--- src/rtl/tct_pkg.sv ---
`timescale 1ns / 1ps

package tct_pkg;

   localparam int COORD_WIDTH_DEF = 8;

   localparam int CFG_W   = 8;
   localparam int CSR_IDX_W = 3;

   localparam logic [CSR_IDX_W-1:0] CSR_MAX_COLS   = 3'd0;
   localparam logic [CSR_IDX_W-1:0] CSR_MAX_ROWS   = 3'd1;
   localparam logic [CSR_IDX_W-1:0] CSR_TAB_WIDTH  = 3'd2;
   localparam logic [CSR_IDX_W-1:0] CSR_LF_CLR_COL = 3'd3;
   localparam logic [CSR_IDX_W-1:0] CSR_CR_ADV_ROW = 3'd4;

   localparam logic [7:0] MAX_COLS_RST  = 8'd80;
   localparam logic [7:0] MAX_ROWS_RST  = 8'd24;
   localparam logic [7:0] TAB_WIDTH_RST = 8'd8;

   localparam logic [7:0] CH_BS        = 8'h08;
   localparam logic [7:0] CH_TAB       = 8'h09;
   localparam logic [7:0] CH_LF        = 8'h0A;
   localparam logic [7:0] CH_FF        = 8'h0C;
   localparam logic [7:0] CH_CR        = 8'h0D;
   localparam logic [7:0] CH_PRINT_LO  = 8'h20;
   localparam logic [7:0] CH_PRINT_HI  = 8'h7E;

   typedef enum logic [1:0] {
      OP_CHAR    = 2'd0,
      OP_LOCATE  = 2'd1,
      OP_SAVE    = 2'd2,
      OP_RESTORE = 2'd3
   } tct_op_type;

   // remainder unit: dividend covers a 16-bit locate value and col + tab - 1
   localparam int DIV_W       = 20;
   localparam int DIV_RADIX   = 4;
   localparam int DIV_CYCLES  = DIV_W / DIV_RADIX;
   localparam int DIV_CNT_W   = $clog2(DIV_CYCLES + 1);
   localparam int DVS_W       = 9;

   typedef struct packed {
      logic              start;
      logic [DIV_W-1:0]  dividend;
      logic [DVS_W-1:0]  divisor;
   } tct_div_req_type;

   typedef struct packed {
      logic              done;
      logic [DVS_W-1:0]  remainder;
   } tct_div_rsp_type;

endpackage

--- src/rtl/tct_rem_unit.sv ---
`timescale 1ns / 1ps

module tct_rem_unit import tct_pkg::*; (
   input  logic            clock,
   input  logic            reset,
   input  tct_div_req_type div_req,
   output tct_div_rsp_type div_rsp
);

   logic                 busy_ff;
   logic                 done_ff;
   logic [DIV_CNT_W-1:0] cnt_ff;
   logic [DIV_W-1:0]     dvd_ff;
   logic [DVS_W-1:0]     dvs_ff;
   logic [DVS_W-1:0]     rem_ff;
   logic [DVS_W-1:0]     rem_in;
   logic [DVS_W:0]       trial;

   // restoring remainder, DIV_RADIX dividend bits per cycle
   always_comb begin
      rem_in = rem_ff;
      trial  = '0;
      for (int i = 0; i < DIV_RADIX; i++) begin
         trial = {rem_in, dvd_ff[DIV_W-1-i]};
         if (trial >= {1'b0, dvs_ff}) begin
            trial = trial - {1'b0, dvs_ff};
         end
         rem_in = trial[DVS_W-1:0];
      end
   end

   always_ff @(posedge clock) begin
      if (reset) begin
         busy_ff <= 1'b0;
         done_ff <= 1'b0;
         cnt_ff  <= '0;
      end else begin
         done_ff <= 1'b0;
         if (div_req.start) begin
            busy_ff <= 1'b1;
            cnt_ff  <= DIV_CNT_W'(DIV_CYCLES);
            dvd_ff  <= div_req.dividend;
            dvs_ff  <= div_req.divisor;
            rem_ff  <= '0;
         end else if (busy_ff) begin
            rem_ff <= rem_in;
            dvd_ff <= dvd_ff << DIV_RADIX;
            cnt_ff <= cnt_ff - DIV_CNT_W'(1);
            if (cnt_ff == DIV_CNT_W'(1)) begin
               busy_ff <= 1'b0;
               done_ff <= 1'b1;
            end
         end
      end
   end

   assign div_rsp.done      = done_ff;
   assign div_rsp.remainder = rem_ff;

endmodule

--- src/rtl/terminal_cursor_tracker_unit.sv ---
`timescale 1ns / 1ps

// Cursor tracker for a VT100-style terminal. Each req_ transaction (character,
// locate, save or restore) yields one rsp_ transaction carrying the cursor
// column and row after it. Characters other than TAB, save, restore and a
// locate with a zero coordinate pass through S_EXEC and S_OUT; TAB adds S_TAB
// and a locate S_LROW and S_LCOL, waiting on the shared remainder unit, which
// retires 4 bits of a 20-bit dividend per cycle and is used once for the tab
// stop and twice (row, then column) for a locate. req_ready is high only while
// the tracker is idle; a finished response waits in the output register
// without blocking the next request. Configuration writes through csr_ take
// effect at once and are meant for idle periods.

module terminal_cursor_tracker_unit import tct_pkg::*; #(
   parameter int COORD_WIDTH = COORD_WIDTH_DEF
) (
   input  logic                 clock,
   input  logic                 reset,

   input  logic                 req_valid,
   output logic                 req_ready,
   input  logic [1:0]           req_opcode,
   input  logic [7:0]           req_character,
   input  logic [15:0]          req_locate_row,
   input  logic [15:0]          req_locate_col,

   output logic                 rsp_valid,
   input  logic                 rsp_ready,
   output logic [7:0]           rsp_cursor_col,
   output logic [7:0]           rsp_cursor_row,

   input  logic                 csr_we,
   input  logic [CSR_IDX_W-1:0] csr_index,
   input  logic [CFG_W-1:0]     csr_wdata
);

   localparam int CW    = COORD_WIDTH;
   localparam int CMP_W = (COORD_WIDTH + 1 > 9) ? COORD_WIDTH + 1 : 9;

   typedef enum logic [2:0] {
      S_IDLE,
      S_EXEC,
      S_TAB,
      S_LROW,
      S_LCOL,
      S_OUT
   } state_type;

   // configuration
   logic [7:0] max_cols_ff;
   logic [7:0] max_rows_ff;
   logic [7:0] tab_width_ff;
   logic       lf_clr_col_ff;
   logic       cr_adv_row_ff;

   always_ff @(posedge clock) begin
      if (reset) begin
         max_cols_ff   <= MAX_COLS_RST;
         max_rows_ff   <= MAX_ROWS_RST;
         tab_width_ff  <= TAB_WIDTH_RST;
         lf_clr_col_ff <= 1'b1;
         cr_adv_row_ff <= 1'b0;
      end else if (csr_we) begin
         case (csr_index)
            CSR_MAX_COLS:   max_cols_ff   <= csr_wdata;
            CSR_MAX_ROWS:   max_rows_ff   <= csr_wdata;
            CSR_TAB_WIDTH:  tab_width_ff  <= csr_wdata;
            CSR_LF_CLR_COL: lf_clr_col_ff <= csr_wdata[0];
            CSR_CR_ADV_ROW: cr_adv_row_ff <= csr_wdata[0];
            default: ;
         endcase
      end
   end

   state_type   state_ff, state_in;
   tct_op_type  op_ff, op_in;
   logic [7:0]  char_ff, char_in;
   logic [15:0] lrow_ff, lrow_in;
   logic [15:0] lcol_ff, lcol_in;
   logic [CW-1:0] cur_col_ff, cur_col_in;
   logic [CW-1:0] cur_row_ff, cur_row_in;
   logic [CW-1:0] sav_col_ff, sav_col_in;
   logic [CW-1:0] sav_row_ff, sav_row_in;
   logic        rsp_valid_ff, rsp_valid_in;
   logic [7:0]  rsp_col_ff, rsp_col_in;
   logic [7:0]  rsp_row_ff, rsp_row_in;

   tct_div_req_type div_req;
   tct_div_rsp_type div_rsp;

   tct_rem_unit u_rem (
      .clock   (clock),
      .reset   (reset),
      .div_req (div_req),
      .div_rsp (div_rsp)
   );

   logic [CMP_W-1:0] col_inc;
   logic [CMP_W-1:0] row_inc;
   logic [CMP_W-1:0] rows_ext;
   logic [CMP_W-1:0] cols_ext;
   logic [CW-1:0]    row_adv;
   logic [CW-1:0]    row_wrap;
   logic [7:0]       tab_eff;
   logic [DIV_W-1:0] tab_dvd;
   logic [DIV_W-1:0] tab_round;
   logic             loc_go;

   assign col_inc  = CMP_W'(cur_col_ff) + CMP_W'(1);
   assign row_inc  = CMP_W'(cur_row_ff) + CMP_W'(1);
   assign rows_ext = CMP_W'(max_rows_ff);
   assign cols_ext = CMP_W'(max_cols_ff);

   // LF/CR row advance, clamped to max_rows_ff - 1 (0 when max_rows_ff is 0)
   assign row_adv = (row_inc < rows_ext) ? CW'(row_inc) :
                    (max_rows_ff == 8'd0) ? '0 : CW'(max_rows_ff - 8'd1);
   // row step on column wrap
   assign row_wrap = (CMP_W'(cur_row_ff) < rows_ext) ? CW'(row_inc) : cur_row_ff;

   assign tab_eff   = (tab_width_ff == 8'd0) ? 8'd1 : tab_width_ff;
   assign tab_dvd   = DIV_W'(cur_col_ff) + DIV_W'(tab_eff) - DIV_W'(1);
   assign tab_round = tab_dvd - DIV_W'(div_rsp.remainder);
   assign loc_go    = (lrow_ff != 16'd0) && (lcol_ff != 16'd0);

   always_comb begin
      div_req.start    = 1'b0;
      div_req.dividend = tab_dvd;
      div_req.divisor  = DVS_W'(tab_eff);
      case (state_ff)
         S_EXEC: begin
            if (op_ff == OP_CHAR && char_ff == CH_TAB) begin
               div_req.start = 1'b1;
            end else if (op_ff == OP_LOCATE && loc_go) begin
               div_req.start    = 1'b1;
               div_req.dividend = DIV_W'(lrow_ff);
               div_req.divisor  = DVS_W'(max_rows_ff) + DVS_W'(1);
            end
         end
         S_LROW: begin
            div_req.start    = div_rsp.done;
            div_req.dividend = DIV_W'(lcol_ff);
            div_req.divisor  = DVS_W'(max_cols_ff) + DVS_W'(1);
         end
         default: ;
      endcase
   end

   always_comb begin
      state_in     = state_ff;
      op_in        = op_ff;
      char_in      = char_ff;
      lrow_in      = lrow_ff;
      lcol_in      = lcol_ff;
      cur_col_in   = cur_col_ff;
      cur_row_in   = cur_row_ff;
      sav_col_in   = sav_col_ff;
      sav_row_in   = sav_row_ff;
      rsp_valid_in = rsp_valid_ff && !rsp_ready;
      rsp_col_in   = rsp_col_ff;
      rsp_row_in   = rsp_row_ff;
      case (state_ff)
         S_IDLE: begin
            if (req_valid) begin
               op_in    = tct_op_type'(req_opcode);
               char_in  = req_character;
               lrow_in  = req_locate_row;
               lcol_in  = req_locate_col;
               state_in = S_EXEC;
            end
         end
         S_EXEC: begin
            state_in = S_OUT;
            case (op_ff)
               OP_CHAR: begin
                  case (char_ff)
                     CH_BS: begin
                        if (cur_col_ff <= CW'(1)) begin
                           cur_col_in = CW'(max_cols_ff);
                           if (cur_row_ff > CW'(1)) begin
                              cur_row_in = cur_row_ff - CW'(1);
                           end
                        end else begin
                           cur_col_in = cur_col_ff - CW'(1);
                        end
                     end
                     CH_TAB: state_in = S_TAB;
                     CH_LF: begin
                        if (lf_clr_col_ff) begin
                           cur_col_in = '0;
                        end
                        cur_row_in = row_adv;
                     end
                     CH_FF: begin
                        cur_col_in = '0;
                        cur_row_in = '0;
                     end
                     CH_CR: begin
                        cur_col_in = '0;
                        if (cr_adv_row_ff) begin
                           cur_row_in = row_adv;
                        end
                     end
                     default: begin
                        if (char_ff >= CH_PRINT_LO && char_ff <= CH_PRINT_HI) begin
                           if (col_inc >= cols_ext) begin
                              cur_col_in = CW'(1);
                              cur_row_in = row_wrap;
                           end else begin
                              cur_col_in = CW'(col_inc);
                           end
                        end
                     end
                  endcase
               end
               OP_LOCATE: begin
                  if (loc_go) begin
                     state_in = S_LROW;
                  end
               end
               OP_SAVE: begin
                  sav_col_in = cur_col_ff;
                  sav_row_in = cur_row_ff;
               end
               default: begin
                  cur_col_in = sav_col_ff;
                  cur_row_in = sav_row_ff;
               end
            endcase
         end
         S_TAB: begin
            if (div_rsp.done) begin
               if (tab_round >= DIV_W'(max_cols_ff)) begin
                  cur_col_in = CW'(1);
                  cur_row_in = row_wrap;
               end else begin
                  cur_col_in = CW'(tab_round);
               end
               state_in = S_OUT;
            end
         end
         S_LROW: begin
            if (div_rsp.done) begin
               cur_row_in = CW'(div_rsp.remainder);
               state_in   = S_LCOL;
            end
         end
         S_LCOL: begin
            if (div_rsp.done) begin
               cur_col_in = CW'(div_rsp.remainder);
               state_in   = S_OUT;
            end
         end
         S_OUT: begin
            if (!rsp_valid_ff || rsp_ready) begin
               rsp_valid_in = 1'b1;
               rsp_col_in   = 8'(cur_col_ff);
               rsp_row_in   = 8'(cur_row_ff);
               state_in     = S_IDLE;
            end
         end
         default: state_in = S_IDLE;
      endcase
   end

   always_ff @(posedge clock) begin
      if (reset) begin
         state_ff     <= S_IDLE;
         cur_col_ff   <= '0;
         cur_row_ff   <= '0;
         sav_col_ff   <= '0;
         sav_row_ff   <= '0;
         rsp_valid_ff <= 1'b0;
      end else begin
         state_ff     <= state_in;
         cur_col_ff   <= cur_col_in;
         cur_row_ff   <= cur_row_in;
         sav_col_ff   <= sav_col_in;
         sav_row_ff   <= sav_row_in;
         rsp_valid_ff <= rsp_valid_in;
      end
      op_ff      <= op_in;
      char_ff    <= char_in;
      lrow_ff    <= lrow_in;
      lcol_ff    <= lcol_in;
      rsp_col_ff <= rsp_col_in;
      rsp_row_ff <= rsp_row_in;
   end

   assign req_ready      = (state_ff == S_IDLE);
   assign rsp_valid      = rsp_valid_ff;
   assign rsp_cursor_col = rsp_col_ff;
   assign rsp_cursor_row = rsp_row_ff;

endmodule

--- config.mk ---
export PLATFORM = sky130hd
export DESIGN_NAME = terminal_cursor_tracker_unit
export DESIGN_NICKNAME = d
export VERILOG_FILES = /design/src/rtl/tct_pkg.sv /design/src/rtl/tct_rem_unit.sv /design/src/rtl/terminal_cursor_tracker_unit.sv
export SDC_FILE = /design/constraint.sdc
export NUM_CORES = 1
export LEC_CHECK = 0
export BUFFER_PORTS_ARGS = -buffer_cell sky130_fd_sc_hd__buf_4
export CAP_MARGIN = 10
export CORE_MARGIN = 1.5
export CORE_UTILIZATION = 55
export DETAILED_ROUTE_END_ITERATION = 8
export GPL_TIMING_DRIVEN = 0
export PLACE_DENSITY_LB_ADDON = 0.3
export SETUP_SLACK_MARGIN = 0.2
export SYNTH_ARGS = -nofsm -noshare
export SYNTH_HDL_FRONTEND = slang
export SYNTH_SLANG_ARGS = --single-unit
--- constraint.sdc ---
create_clock -name clock -period 9.3 [get_ports clock]
set_input_delay 0.465 -clock clock [delete_from_list [all_inputs] [get_ports clock]]
set_output_delay 0.465 -clock clock [all_outputs]
set_load 0.005 [all_outputs]
# Yosys cells after proc, flatten, opt, wreduce, memory -nomap -nowiden
# Cells that the tools add are included.
# word_totals
reg_bits,163
out_inout_bits,18
# op_classes
magnitude_cmp,12
muxes,51
bitwise,2
reduce_logical,36
n_eq_ne,33
addsub,15
# op_table
operator,count
8-bit 2-to-1 mux,18
30-bit case mux with 2 select lines,1
8-bit case mux with 3 select lines,2
9-bit 2-to-1 mux,5
"8-bit by 4-bit equality test with 1-bit output, second input constant",5
10-bit by 9-bit >= comparator with 1-bit output,4
20-bit 2-to-1 mux,2
8-bit case mux with 5 select lines,1
"8-bit by 1-bit adder with 9-bit output, second input constant",4
9-bit subtractor,4
8-bit case mux with 2 select lines,2
8-bit case mux with 4 select lines,1
16-bit nonzero test,2
30-bit 2-to-1 mux,1
29-bit 2-to-1 mux,1
3-bit 2-to-1 mux,8
"8-bit by 1-bit subtractor with 8-bit output, second input constant",3
20-bit by 8-bit >= comparator with 1-bit output,1
2-bit AND reduction,10
8-bit logical NOT,2
"4-bit inequality test, second input constant",4
3-bit case mux with 5 select lines,1
"7-bit by 3-bit inequality test with 1-bit output, second input constant",2
"3-bit by 2-bit equality test with 1-bit output, second input constant",4
other kinds (34),61

# Logic depth before layout (Yosys ltp)
# depth
ltp_word,9
depth_mapped,38
mapped_depth_nobuf,35

# Cells and area by module
# Synthesis repeated with hierarchy kept, for this count alone.
# unflattened
cells_unflattened,1315
hier_area_um2,11836.4
# modules_own_cells
module,instances,cells_each,area_each_um2
terminal_cursor_tracker_unit,1,954,8245.4
tct_rem_unit,1,361,3590.9

# Least setup slack after synthesis
# No wires, ideal clock.
# synth_path
kind,register to register
start,register u_rem.dvd_ff[19]
end,register u_rem.rem_ff[1] (data pin)
stages_incl_launch_ff,38
t_arrival_ps,8135
path_buffers,3
required_time_ps,9034
slack_ps,899
path_cell_list,edfxtp_1 -> inv_1 -> ha_1 -> inv_1 -> fa_1 -> nand3_1 -> a31oi_1 -> o41ai_2 -> clkbuf_1 -> nand2_1 -> o21ai_0 -> inv_1 -> fa_1 -> nand2b_1 -> a21oi_1 -> o211a_1 -> a211o_1 -> clkbuf_1 -> (+2 left out) -> nand4_1 -> a21oi_1 -> o31ai_1 -> nand2_1 -> nor3_1 -> o21bai_2 -> mux2i_1 -> fa_1 -> a21o_1 -> a21oi_1 -> o21ai_0 -> o41ai_1 -> o21ai_0 -> a21o_1 -> a211oi_1 -> buf_2 -> mux2i_1 -> nor2_1
# synth_via
elab_chain_cells,9
elab_cells_between_ends,13
cone_classes,add/sub (4); order compare (4); mux (5)
# synth_rtl
item,line_no,source
"start, declared",tct_rem_unit.sv:13,logic [DIV_W-1:0] dvd_ff;
"start signal, assigned",tct_rem_unit.sv:42,dvd_ff <= div_req.dividend;
"start signal, assigned",tct_rem_unit.sv:47,dvd_ff <= dvd_ff << DIV_RADIX;
9-bit subtractor / 10-bit by 9-bit >= comparator with 1-bit output (equally long branches),"tct_rem_unit.sv:26, tct_rem_unit.sv:25",
9-bit 2-to-1 mux *,tct_rem_unit.sv:25,"if (trial >= {1'b0, dvs_ff}) begin"
9-bit subtractor / 10-bit by 9-bit >= comparator with 1-bit output (equally long branches),"tct_rem_unit.sv:26, tct_rem_unit.sv:25",
9-bit 2-to-1 mux *,tct_rem_unit.sv:25,
9-bit subtractor / 10-bit by 9-bit >= comparator with 1-bit output (equally long branches),"tct_rem_unit.sv:26, tct_rem_unit.sv:25",
9-bit 2-to-1 mux *,tct_rem_unit.sv:25,
10-bit by 9-bit >= comparator with 1-bit output / 9-bit subtractor (equally long branches),"tct_rem_unit.sv:25, tct_rem_unit.sv:26",
9-bit 2-to-1 mux *,tct_rem_unit.sv:25,
9-bit 2-to-1 mux *,tct_rem_unit.sv:45,end else if (busy_ff) begin
"end signal, assigned",tct_rem_unit.sv:46,rem_ff <= rem_in;
"end, declared",tct_rem_unit.sv:15,logic [DVS_W-1:0] rem_ff;
# Every way passes the cells marked *; elsewhere a longest branch is shown, timed or not. The select of a mux whose other input is x is not followed.
# A chain may end at the register's enable or synchronous reset.

# Worst setup path after layout
# layout_path
start,register u_rem.rem_ff[4]
end,register u_rem.rem_ff[4] (data pin)
# layout_via
elab_chain_cells,9
elab_cells_between_ends,13
cone_classes,add/sub (4); order compare (4); mux (5)
# layout_rtl
item,line_no
9-bit subtractor / 10-bit by 9-bit >= comparator with 1-bit output (equally long branches),"tct_rem_unit.sv:26, tct_rem_unit.sv:25"
9-bit 2-to-1 mux *,tct_rem_unit.sv:25
10-bit by 9-bit >= comparator with 1-bit output / 9-bit subtractor (equally long branches),"tct_rem_unit.sv:25, tct_rem_unit.sv:26"
9-bit 2-to-1 mux *,tct_rem_unit.sv:25
9-bit subtractor / 10-bit by 9-bit >= comparator with 1-bit output (equally long branches),"tct_rem_unit.sv:26, tct_rem_unit.sv:25"
9-bit 2-to-1 mux *,tct_rem_unit.sv:25
9-bit subtractor / 10-bit by 9-bit >= comparator with 1-bit output (equally long branches),"tct_rem_unit.sv:26, tct_rem_unit.sv:25"
9-bit 2-to-1 mux *,tct_rem_unit.sv:25
9-bit 2-to-1 mux *,tct_rem_unit.sv:45
# Marks and branches as above.

==> results.yml <==
placement:
  hpwl_mm: 25.5
  preCtsSetupSlack_ns: -0.651
  input_output_buffers: 75
  place_congestion: 0.977
worst_setup_path:
  cpMostUsedCell: "sky130_fd_sc_hd__ha_1"
  crit_type: "register to register"
  endpoint_arrival_time_on_the_critical_path_ns: 8.82
  worst_ep_required_time_ns: 9.48
  critPathCaptureType: "register"
  critPathSlowestCell: "sky130_fd_sc_hd__edfxtp_1"
  path_max_fanout: 10
  cpPeakStageDelay_ns: 0.57
  critical_path.startpoint_type: "register"
floorplan:
  die_width_um: 148
  std_cell_rows: 52
  initial_utilization_pct: 56.7
  io_pins: 76
  floorplan.die_area_um2: 21900
  die_h_um: 148
  core_um2: 20400
worst_hold_path:
  hold_class: "input pin to register"
route:
  drt_drc_violations_left: 0
  totalWireLength_mm: 33.6
  vias: 10676
  avgViaCountPerCell: 6.30
  first_pass_iters: 5
  wl_per_cell_um: 19.8
  route.antenna.remaining_nets: 0
  drtIter0Drc: 1274
cells_and_area:
  n_fill_cell: 1740
  net_count_of_the_finished_layout: 1579
  drive_above_1_share_pct: 11.7
  regArea_um2: 4220
  area.growth.synth_to_final_pct: 14.6
  multi_input_area_um2: 6820
grt:
  largest_net_degree_at_the_start_of_global_routing: 43
  vias_in_the_first_global_route: 9866
  wire_length_of_the_first_global_routing_pass_mm: 52.3
  grt_util_overall_pct: 30.8
  grt.overflow.total: 0
  grt_antenna_before_repair: 0
synthesis:
  synthDistinctLibCells: 75
  synthesis.nets: 1474
  synth_compound_gate_area_share_pct: 19.8
  synth-main-ff-cell: "sky130_fd_sc_hd__edfxtp_1"
  netlist.area_leader.share_pct: 24.9
  async_flop_share_pct: 0
  syn_avg_cell_area_um2: 8.87
  post_synth_most_frequent_cells: "sky130_fd_sc_hd__nand2_1 (138), sky130_fd_sc_hd__nor2_1 (112), sky130_fd_sc_hd__ha_1 (105), sky130_fd_sc_hd__a21oi_1 (103), sky130_fd_sc_hd__inv_1 (100)"
  netlist_instances: 1305
  yosys_register_bits: 163
  synthMostInstantiatedCell: "sky130_fd_sc_hd__nand2_1"
  synth_edf_count: 96
  yosys_warnings: 0
  synth_fa_ha_area_share_pct: 12.4
  synth.top_cells.by_area: "sky130_fd_sc_hd__edfxtp_1 (25%), sky130_fd_sc_hd__dfxtp_1 (12%), sky130_fd_sc_hd__ha_1 (11%)"
  share_of_synthesized_area_spent_on_multiplexers_pct: 3.09
  synth_top_cell_by_area: "sky130_fd_sc_hd__edfxtp_1"
  post_synth_instance_area_um2: 11600
  synth_seq_area_share_pct: 36.5
  synth_simple_gate_area_share_pct: 16.8
  synthXorXnorAreaFrac_pct: 6.13
  largest_family_of_logic_cells_by_synthesized_area: "compound AO/OA/AOI/OAI gates"
sta:
  finish_stage_setup_viols: 0
  timing.final.crit_period_ns: 8.64
  worst_pin_slew_ns: 1.32
  final.period_utilization_pct: 92.9
  final-max-slew-violation-count: 0
  finalWorstSetupSlack_ns: 0.659
  finClkSkew_ns: 0.0183
  endpoints_failing_hold: 0
  rsz0062_at_grt: "false"
  slew_headroom_pct: 11.0
  achievable-frequency_mhz: 116
cts:
  clock_tree.buffer_depth: 2
  clk_latency_ns: 0.44
  clock_sink_count: 163
  clockRootBuffer: "sky130_fd_sc_hd__clkbuf_16"
  cts_htree_levels: 4
  worst_setup_hold_path_clk_slew_ns: 0.08
  tritoncts: "done"
  cts_hold_repair.buffers: 0
  numCtsBuffers: 17
outcome:
  outcome: "complete, no violations"
flow_run:
  drv.max_cap_violation_count: 0
cell usage in the layout (no fill, tap or decap), types with 10 or more instances in the layout:
master                      Yosys  routed
sky130_fd_sc_hd__a211oi_1      10      10
sky130_fd_sc_hd__a21o_1        28      28
sky130_fd_sc_hd__a21oi_1      103     100
sky130_fd_sc_hd__a22oi_1       23      23
sky130_fd_sc_hd__a31oi_1       24      24
sky130_fd_sc_hd__buf_4          0      85
sky130_fd_sc_hd__clkbuf_1      45      43
sky130_fd_sc_hd__clkbuf_16      0      17
sky130_fd_sc_hd__dfxtp_1       67      67
sky130_fd_sc_hd__edfxtp_1      96      96
sky130_fd_sc_hd__ha_1         105     105
sky130_fd_sc_hd__inv_1        100     100
sky130_fd_sc_hd__mux2i_1       29      29
sky130_fd_sc_hd__nand2_1      138     137
sky130_fd_sc_hd__nand2b_1      16      16
sky130_fd_sc_hd__nand3_1       30      30
sky130_fd_sc_hd__nand4_1       15      15
sky130_fd_sc_hd__nor2_1       112     111
sky130_fd_sc_hd__nor2b_1       10      10
sky130_fd_sc_hd__nor3_1        33      32
sky130_fd_sc_hd__nor4_1        14      13
sky130_fd_sc_hd__o211ai_1      11      11
sky130_fd_sc_hd__o21ai_0       55      53
sky130_fd_sc_hd__o221ai_1      11      10
sky130_fd_sc_hd__xnor2_1       59      59
sky130_fd_sc_hd__xor2_1        22      22
state kept, by name, summed over array words and instances, names as in the netlist:
signal and cells:
char_ff 8, cr_adv_row_ff 1, cur_col_ff 8, cur_row_ff 8
lcol_ff 16, lf_clr_col_ff 1, lrow_ff 16, max_cols_ff 8
max_rows_ff 8, op_ff 2, rsp_cursor_col 8, rsp_cursor_row 8
rsp_valid 1, sav_col_ff 8, sav_row_ff 8, state_ff 3
tab_width_ff 8, u_rem.busy_ff 1, u_rem.cnt_ff 3, u_rem.done_ff 1
u_rem.dvd_ff 20, u_rem.dvs_ff 9, u_rem.rem_ff 9
worst paths after layout:
kind / start / slack, ns / endpoint / cells past startpoint
worst max register to register: u_rem.rem_ff[4]$_SDFFCE_PP0P_ / 0.66 / u_rem.rem_ff[4]$_SDFFCE_PP0P_ / 34
worst max-delay path: u_rem.rem_ff[4]$_SDFFCE_PP0P_ / 0.66 / u_rem.rem_ff[4]$_SDFFCE_PP0P_ / 34
worst min register to register: cur_col_ff[4]$_SDFFE_PP0P_ / 0.43 / rsp_cursor_col[4]$_DFFE_PP_ / 0
worst min-delay path: req_locate_col[8] / 0.19 / lcol_ff[8]$_DFFE_PP_ / 1
per-stage QoR:
stage          setup TNS, ns  area (um2)  hold slack (ns)  util (%)  instances
2_1_floorplan              0       11600            0.403         -       1305
3_3_place_gp           -3.41       12500            0.407      61.1       1650
3_5_place_dp           -5.50       12500            0.415      61.3       1653
4_1_cts                    0       13200            0.187      64.5       1686
5_1_grt                    0       13300            0.184      64.9       1693
6_report                   0       13300            0.193      65.0       1694
kinds of logic (layout without fill, tap and decap cells):
| family | after synthesis | after routing |
|---|---|---|
| xor gates and xnor gates | 81 | 81 |
| adders and majority gates | 111 | 111 |
| other | 0 | 1 |
| buffers and inverters | 157 | 275 |
| AOI/OAI and AO/OA | 344 | 344 |
| and+or+nand+nor | 414 | 414 |
| DFF | 163 | 163 |
| muxes | 35 | 35 |
repair_timing:
action | in CTS | in global routing
setup endpoints to repair | 9 | 9
pin swaps | 1 | 5
gates cloned | 0 | 1
gates resized for setup | 8 | 16
endpoints found under the hold margin | 0 | 0
setup buffers | 1 | 6
critical path: cells and delay by family, from the launching register on:
family                   cells  cell delay [ns]
AO/OA/AOI/OAI               16             3.59
adder cells (fa/ha/maj)      4             1.50
buffers and inverters        5             0.98
flip-flops                   1             0.57
multiplexers                 2             0.62
AND/OR/NAND/NOR              7             1.11
layer usage:
metal | up-vias | track usage, % | part of all wire (%) | wire, um
met3 | 66 | 5.55 | 9.8 | 3290
met5 | - | 0 | 0 | 0
met1 | 5081 | 43.8 | 43 | 14600
met2 | 564 | 48.1 | 45 | 15000
met4 | 0 | 8.86 | 2.1 | 703
li1 | 4965 | - | - | -
area by class of cell:
class,count,share of cell area (%)
antenna,1,0.0189
timing repair buffer,86,4.90
tap,270,2.55
clock inverter,15,1.37
inverter,101,2.86
multi-input combinational,985,51.4
clock buffer,17,3.21
buffer,56,1.87
sequential,163,31.8
Power is left out: the tool's default activity adds up to more than one toggle a clock period on the data nets, which glitch-free logic cannot reach.
